$ cat src/hw/rtl/crc8_block_packet_framer_defines.svh
// assertion macros shared by the packet framer rtl
// no dependencies; included by files that carry assertions
`ifndef CRC8_BLOCK_PACKET_FRAMER_DEFINES_SVH
`define CRC8_BLOCK_PACKET_FRAMER_DEFINES_SVH

`ifndef NO_ASSERTIONS

// check on every clock edge outside reset
`define CBPF_ASSERT(lbl, clk, rst_n, prop, msg) \
    lbl: assert property (@(posedge clk) disable iff (!rst_n) prop) else $error(msg);

// check on every clock edge, reset included
`define CBPF_ASSERT_ALWAYS(lbl, clk, prop, msg) \
    lbl: assert property (@(posedge clk) prop) else $error(msg);

`else

`define CBPF_ASSERT(lbl, clk, rst_n, prop, msg)
`define CBPF_ASSERT_ALWAYS(lbl, clk, prop, msg)

`endif

`endif

$ cat src/hw/rtl/cbpf_pkg.sv
// shared types, framing bytes and crc-8 step for the packet framer
// no dependencies; imported by every framer module
package cbpf_pkg;

    localparam int DEF_BLOCK_BYTES = 16;

    localparam logic [7:0] BYTE_STX = 8'h02;
    localparam logic [7:0] BYTE_ETX = 8'h03;
    localparam logic [7:0] BYTE_PAD = 8'hFF;
    localparam logic [7:0] CRC_POLY = 8'h8C;

    // which packet byte the sequencer sends next
    typedef enum logic [2:0] {
        PH_STX,
        PH_DATA,
        PH_PAD,
        PH_CRC,
        PH_ETX
    } phase_t;

    // one packet byte with its flags
    typedef struct packed {
        logic [7:0] out_byte;
        logic       packet_end;
        logic       run_last;
    } result_t;

    // reflected dallas/maxim crc-8, one byte, lsb first
    function automatic logic [7:0] crc8_maxim_byte(input logic [7:0] crc_in,
                                                   input logic [7:0] byte_in);
        logic [7:0] c;
        logic [7:0] b;
        logic       mix;
        c = crc_in;
        b = byte_in;
        for (int k = 0; k < 8; k++)
        begin
            mix = c[0] ^ b[0];
            c   = {1'b0, c[7:1]};
            if (mix)
            begin
                c = c ^ CRC_POLY;
            end
            b = {1'b0, b[7:1]};
        end
        return c;
    endfunction

endpackage

$ cat src/hw/rtl/crc8_block_packet_framer.sv
// top level of the stx/etx packet framer with crc-8
// depends on cbpf_pkg, cbpf_seq and cbpf_out_reg
//
// usage:
//   input stream (s_*): one image byte per item in s_tdata, s_tlast high on the
//   final byte of the image. output stream (m_*): one packet byte per item;
//   m_tlast marks the closing etx of a packet, m_tuser marks the last byte
//   caused by an input item.
//   every BLOCK_BYTES input bytes form one packet: stx, data, crc, etx.
//   s_tlast closes the open block early, padded with 0xff (pad counted in crc).
//   crc is reflected crc-8, poly 0x8c, init 0, restarted with each packet.
// timing:
//   the output port sends one byte per cycle while m_tready is high, so an input
//   item yields 1 to BLOCK_BYTES+3 output bytes (2 typical for the byte that opens
//   a block, 1 for a middle byte, 3 or more for a byte that closes one).
//   the first output byte of an item passes the item register and then the
//   output register before it is on m_*.
//   the next item is taken in the same cycle as the last byte of the current one
//   moves into the output register, so there are no gaps between items.
// reset: rst_n clears both stages, block position and crc; the next item opens
//   a fresh packet.
// stall: with m_tready low the output register holds its byte, the sequencer
//   freezes and s_tready drops once the item register is busy.
module crc8_block_packet_framer
    import cbpf_pkg::*;
#(
    parameter int BLOCK_BYTES = DEF_BLOCK_BYTES
)
(
    input  logic       clk,
    input  logic       rst_n,
    input  logic       s_tvalid,
    output logic       s_tready,
    input  logic [7:0] s_tdata,   // [7:0] data_byte
    input  logic       s_tlast,   // final_byte
    output logic       m_tvalid,
    input  logic       m_tready,
    output logic [7:0] m_tdata,   // [7:0] out_byte
    output logic       m_tlast,   // packet_end
    output logic       m_tuser    // [0] run_last
);

    logic    take;
    logic    res_valid;
    result_t res;

    // packet byte sequencer, one byte per cycle when the output stage takes it
    cbpf_seq #(
        .BLOCK_BYTES (BLOCK_BYTES)
    ) u_seq (
        .clk       (clk),
        .rst_n     (rst_n),
        .s_tvalid  (s_tvalid),
        .s_tready  (s_tready),
        .s_tdata   (s_tdata),
        .s_tlast   (s_tlast),
        .take      (take),
        .res_valid (res_valid),
        .res       (res)
    );

    // output register decouples the sequencer from the receiver
    cbpf_out_reg u_out (
        .clk       (clk),
        .rst_n     (rst_n),
        .res_valid (res_valid),
        .res       (res),
        .take      (take),
        .m_tvalid  (m_tvalid),
        .m_tready  (m_tready),
        .m_tdata   (m_tdata),
        .m_tlast   (m_tlast),
        .m_tuser   (m_tuser)
    );

endmodule

$ cat src/hw/rtl/cbpf_out_reg.sv
// output register stage of the packet framer
// depends on cbpf_pkg (result_t)
module cbpf_out_reg
    import cbpf_pkg::*;
(
    input  logic       clk,
    input  logic       rst_n,
    input  logic       res_valid,
    input  result_t    res,
    output logic       take,
    output logic       m_tvalid,
    input  logic       m_tready,
    output logic [7:0] m_tdata,   // [7:0] out_byte
    output logic       m_tlast,   // packet_end
    output logic       m_tuser    // [0] run_last
);

    logic    valid_reg;
    logic    valid_next;
    result_t res_reg;

    // register is free when empty or being drained this cycle
    assign take = !valid_reg || m_tready;

    always_comb
    begin
        valid_next = valid_reg;
        if (take)
        begin
            valid_next = res_valid;
        end
    end

    always_ff @(posedge clk or negedge rst_n)
    begin
        if (!rst_n)
        begin
            valid_reg <= 1'b0;
        end
        else
        begin
            valid_reg <= valid_next;
        end
    end

    always_ff @(posedge clk)
    begin
        if (take && res_valid)
        begin
            res_reg <= res;
        end
    end

    assign m_tvalid = valid_reg;
    assign m_tdata  = res_reg.out_byte;
    assign m_tlast  = res_reg.packet_end;
    assign m_tuser  = res_reg.run_last;

endmodule

$ cat src/hw/rtl/cbpf_seq.sv
// item register and packet byte sequencer with block position and running crc
// depends on cbpf_pkg and crc8_block_packet_framer_defines.svh
`include "crc8_block_packet_framer_defines.svh"

module cbpf_seq
    import cbpf_pkg::*;
#(
    parameter int BLOCK_BYTES = DEF_BLOCK_BYTES
)
(
    input  logic       clk,
    input  logic       rst_n,
    input  logic       s_tvalid,
    output logic       s_tready,
    input  logic [7:0] s_tdata,
    input  logic       s_tlast,
    input  logic       take,
    output logic       res_valid,
    output result_t    res
);

    localparam int PW = $clog2(BLOCK_BYTES + 1);
    localparam logic [PW-1:0] POS_END = PW'(BLOCK_BYTES);

    logic          item_valid_reg;
    logic          item_valid_next;
    logic [7:0]    data_reg;
    logic          final_reg;
    phase_t        phase_reg;
    phase_t        phase_next;
    logic [PW-1:0] pos_reg;
    logic [PW-1:0] pos_next;
    logic [7:0]    crc_reg;
    logic [7:0]    crc_next;

    phase_t        phase_adv;
    logic [PW-1:0] pos_adv;
    logic [7:0]    crc_adv;
    logic [PW-1:0] pos_inc;
    logic          at_end;
    logic [7:0]    crc_step;
    logic          fire;
    logic          accept;

    assign pos_inc  = pos_reg + PW'(1);
    assign at_end   = (pos_inc == POS_END);
    assign crc_step = crc8_maxim_byte(crc_reg, (phase_reg == PH_PAD) ? BYTE_PAD : data_reg);

    // output byte and the state it leaves behind
    always_comb
    begin
        res.out_byte   = BYTE_STX;
        res.packet_end = 1'b0;
        res.run_last   = 1'b0;
        phase_adv      = phase_reg;
        pos_adv        = pos_reg;
        crc_adv        = crc_reg;
        case (phase_reg)
            PH_STX:
            begin
                res.out_byte = BYTE_STX;
                phase_adv    = PH_DATA;
            end
            PH_DATA:
            begin
                res.out_byte = data_reg;
                crc_adv      = crc_step;
                pos_adv      = pos_inc;
                if (at_end)
                begin
                    phase_adv = PH_CRC;
                end
                else if (final_reg)
                begin
                    phase_adv = PH_PAD;
                end
                else
                begin
                    res.run_last = 1'b1;
                end
            end
            PH_PAD:
            begin
                res.out_byte = BYTE_PAD;
                crc_adv      = crc_step;
                pos_adv      = pos_inc;
                phase_adv    = at_end ? PH_CRC : PH_PAD;
            end
            PH_CRC:
            begin
                res.out_byte = crc_reg;
                phase_adv    = PH_ETX;
            end
            PH_ETX:
            begin
                res.out_byte   = BYTE_ETX;
                res.packet_end = 1'b1;
                res.run_last   = 1'b1;
                pos_adv        = '0;
                crc_adv        = '0;
            end
            default:
            begin
                res.out_byte = BYTE_STX;
            end
        endcase
    end

    assign res_valid = item_valid_reg;
    assign fire      = item_valid_reg && take;
    // next item may enter while the last byte of this one moves out
    assign s_tready  = !item_valid_reg || (take && res.run_last);
    assign accept    = s_tvalid && s_tready;

    // next state
    always_comb
    begin
        pos_next        = fire ? pos_adv : pos_reg;
        crc_next        = fire ? crc_adv : crc_reg;
        phase_next      = phase_reg;
        item_valid_next = item_valid_reg;
        if (accept)
        begin
            item_valid_next = 1'b1;
            phase_next      = (pos_next == '0) ? PH_STX : PH_DATA;
        end
        else if (fire)
        begin
            phase_next = phase_adv;
            if (res.run_last)
            begin
                item_valid_next = 1'b0;
            end
        end
    end

    always_ff @(posedge clk or negedge rst_n)
    begin
        if (!rst_n)
        begin
            item_valid_reg <= 1'b0;
            phase_reg      <= PH_STX;
            pos_reg        <= '0;
            crc_reg        <= '0;
        end
        else
        begin
            item_valid_reg <= item_valid_next;
            phase_reg      <= phase_next;
            pos_reg        <= pos_next;
            crc_reg        <= crc_next;
        end
    end

    always_ff @(posedge clk)
    begin
        if (accept)
        begin
            data_reg  <= s_tdata;
            final_reg <= s_tlast;
        end
    end

    `CBPF_ASSERT_ALWAYS(a_pos_range, clk, (!rst_n || pos_reg <= POS_END), "block position out of range")
    `CBPF_ASSERT(a_stx_at_start, clk, rst_n, (item_valid_reg && phase_reg == PH_STX) |-> (pos_reg == '0 && crc_reg == '0), "stx pending with block already open")
    `CBPF_ASSERT(a_pad_in_block, clk, rst_n, (item_valid_reg && phase_reg == PH_PAD) |-> (pos_reg != '0 && pos_reg != POS_END), "pad outside an open block")
    `CBPF_ASSERT(a_etx_clears, clk, rst_n, (fire && phase_reg == PH_ETX) |=> (pos_reg == '0 && crc_reg == '0), "block state not cleared after etx")

endmodule
$ cat config.mk
export PLATFORM = sky130hd
export DESIGN_NAME = crc8_block_packet_framer
export DESIGN_NICKNAME = d
export VERILOG_FILES = /design/src/hw/rtl/cbpf_pkg.sv /design/src/hw/rtl/crc8_block_packet_framer.sv /design/src/hw/rtl/cbpf_out_reg.sv /design/src/hw/rtl/cbpf_seq.sv
export VERILOG_INCLUDE_DIRS = /design/src /design/src/hw/rtl
export SDC_FILE = /design/constraint.sdc
export NUM_CORES = 1
export LEC_CHECK = 0
export BUFFER_PORTS_ARGS = -buffer_cell sky130_fd_sc_hd__buf_2
export CORE_MARGIN = 2
export CORE_UTILIZATION = 40
export DETAILED_ROUTE_END_ITERATION = 8
export PLACE_DENSITY = 0.58
export SYNTH_ARGS = -nofsm -noshare
export SYNTH_HDL_FRONTEND = slang
export SYNTH_SLANG_ARGS = --single-unit
export TNS_END_PERCENT = 5
$ cat constraint.sdc
create_clock -name clk -period 4.64 [get_ports clk]
set_input_delay 0.696 -clock clk [delete_from_list [all_inputs] [get_ports clk]]
set_output_delay 0.696 -clock clk [all_outputs]
set_load 0.02 [all_outputs]
==> results_dict.tcl <==
set metrics [dict create \
    setup_violations 0 \
    ys_seq_area_frac 0.513 \
    maxCapViolations 0 \
    grt_max_degree 19 \
    slew_viol_final 0 \
    wl_per_cell_um 14.1 \
    syn_area_per_cell_um2 10.7 \
    cts_tree "done" \
    cts_hold_buf 0 \
    path_cells "ha_1 > or4b_4 > o221ai_2 > o221ai_2 > buf_2" \
    crit_family "simple AND/OR/NAND/NOR gates" \
    grt_pass1_vias 1345 \
    cts.htree.levels 2 \
    fin_tns_setup_ns 0 \
    via_count 1392 \
    power_mw 1.72 \
    postLayoutCoreUtil 0.468 \
    clkSlewWorstSetupHoldPaths_ns 0.07 \
    diodes 0 \
    cts_inserted_buffers 5 \
    clockBufferDepth 2 \
    rrSetupSlack_ns 2.17 \
    rows 25 \
    fill_cells 477 \
    grt_setup_unrepaired "false" \
    grt_pass1_wl_um 6430 \
    synth-async-reset-ratio 0.486 \
    antenna_found_initial 0 \
    synth_edf_count 19 \
    drt_first_pass_iters 4 \
    slowest_stage "or4b_4" \
    fin_area_um2 2220 \
    syn_to_final_growth_pct 11.7 \
    reg2regPathDepth 6 \
    coreArea_um2 4750 \
    clk_latency_ns 0.29 \
    reg2reg_to "u_seq.phase_reg[0]" \
    slew-limit-headroom 0.301 \
    crit_path_end_kind "output pin" \
    nets 223 \
    drt_iter0_drc 69 \
    fin_crit_sh 0.629 \
    post_cts_resized 0 \
    yosysUniqueCellTypes 43 \
    worst_slew_pin_slew_ns 1.04 \
    pre_cts_slack_ns 1.76 \
    grt-ovfl-total 0 \
    cpMostUsedCell "o221ai_2" \
    initial_core_util 0.419 \
    fin_cells 276 \
    worstReg2RegStart "u_out.m_tvalid" \
    io_buffer_count 24 \
    path_max_fanout 10 \
    gp_congestion 0.813 \
    die-area_um2 5560 \
    leakage_nw 0.888 \
    finClkSkew_ns 0.00184 \
    grtUsageTotal 0.157 \
    yosys_register_bits 37 \
    wl_um 3900 \
    critPathBufInv 1 \
    power.density_nw_per_um2 774 \
    ant_nets 0 \
    synth_nets 202 \
    drive_gt1_frac 0.187 \
    place_area_um2 2140 \
    startpoint_type "register" \
    dp.cells 268 \
    syn_inst 187 \
    finalHoldViolCount 0 \
    synthesis.area_um2 1990 \
    place_hpwl_um 2800 \
    hold-worst-slack_ns 0.335 \
    arrival_ns 2.22 \
    dieHeight_um 74.6 \
    root_buffer "clkbuf_8" \
    critical_path.max_stage_delay_ns 0.52 \
    required_ns 3.94 \
    die_width_um 74.6 \
    min_path_type "in2async" \
    status "completed" \
    critical_path_class "reg2out" \
    avgViaCountPerCell 5.04 \
    synth_ff_type "edfxtp_1" \
    pin_count 25 \
    finalCriticalPeriod_ns 2.92 \
    cts.sinks 37 \
    fmax_ghz 0.342 \
    peakVddDrop_uv 313 \
    drc 0 \
    post_cts_buffers 0 \
    yosys_warnings 0 \
    timing.final.ws_setup_ns 1.72 \
]
area by class of cell:
type,instances,area (µm²),area share
timing repair buffer,24,120,0.0540
sequential,37,1020,0.459
multi-input combinational,135,895,0.402
clock inverter,3,17.5,0.00787
inverter,5,18.8,0.00844
tap,67,83.8,0.0377
clock buffer,5,68.8,0.0309
power breakdown:
part / switching (mW) / leakage [nW] / internal (mW)
registers: 0.145 / 0.404 / 0.488
logic: 0.463 / 0.438 / 0.404
clock network: 0.120 / 0.0455 / 0.104
cell usage after synthesis, types with 2 or more instances:
| master | instances | area share |
|---|---|---|
| nand2_1 | 23 | 0.043 |
| edfxtp_1 | 19 | 0.29 |
| xnor2_1 | 19 | 0.084 |
| dfrtp_1 | 18 | 0.23 |
| o21ai_0 | 18 | 0.045 |
| nor2_1 | 15 | 0.028 |
| a21oi_1 | 10 | 0.025 |
| clkbuf_1 | 5 | 0.0094 |
| inv_1 | 5 | 0.0094 |
| nand3_1 | 5 | 0.013 |
| nand2b_1 | 4 | 0.013 |
| xor2_1 | 4 | 0.018 |
| a22o_1 | 3 | 0.013 |
| mux2i_1 | 3 | 0.015 |
| o21ai_1 | 3 | 0.0075 |
| a31oi_1 | 2 | 0.0063 |
| buf_6 | 2 | 0.011 |
| ha_1 | 2 | 0.013 |
| nand4_1 | 2 | 0.0063 |
| o221ai_2 | 2 | 0.015 |
worst max-delay path by stage:
stage	startpoint	to	slack (ns)	depth (start not counted)
finish	u_seq.pos_reg[0]	s_tready	1.72	5
global route	u_seq.pos_reg[0]	s_tready	1.59	5
CTS	u_seq.pos_reg[0]	s_tready	1.70	5
detailed placement	m_tready	u_seq.phase_reg[0]	1.76	7
global placement	m_tready	u_seq.phase_reg[0]	1.86	7
floorplan	u_seq.pos_reg[0]	s_tready	2.22	5
cells by family (layout without fill, tap and decap cells):
family / count (synthesis) / count (layout) / share of synthesized area
AND/OR/NAND/NOR: 60 / 60 / 0.153
flip-flops: 37 / 37 / 0.513
buffers and inverters: 15 / 37 / 0.0383
AO/OA/AOI/OAI: 44 / 44 / 0.136
XOR/XNOR: 26 / 26 / 0.133
multiplexers: 3 / 3 / 0.0151
adder cells (fa/ha/maj): 2 / 2 / 0.0126
routing by layer:
layer,track usage,routed length [µm],vias up
met2,0.245,1840,22
li1,-,-,697
met1,0.211,1900,669
met3,0.0407,110,4
met4,0.0595,42,0
met5,0,0,-
cell usage in the layout (no fill, tap or decap), types with 2 or more instances in the layout:
cell type,count
xnor2_1,19
xor2_1,4
a22o_1,3
o221ai_2,2
edfxtp_1,19
dfrtp_1,18
nand2_1,23
nor2_1,15
buf_2,24
a31oi_1,2
mux2i_1,3
clkbuf_8,5
a21oi_1,10
inv_1,5
ha_1,2
nand2b_1,4
nand4_1,2
o21ai_0,18
nand3_1,5
o21ai_1,3
Note: power is estimated with default switching activity, not from simulation.
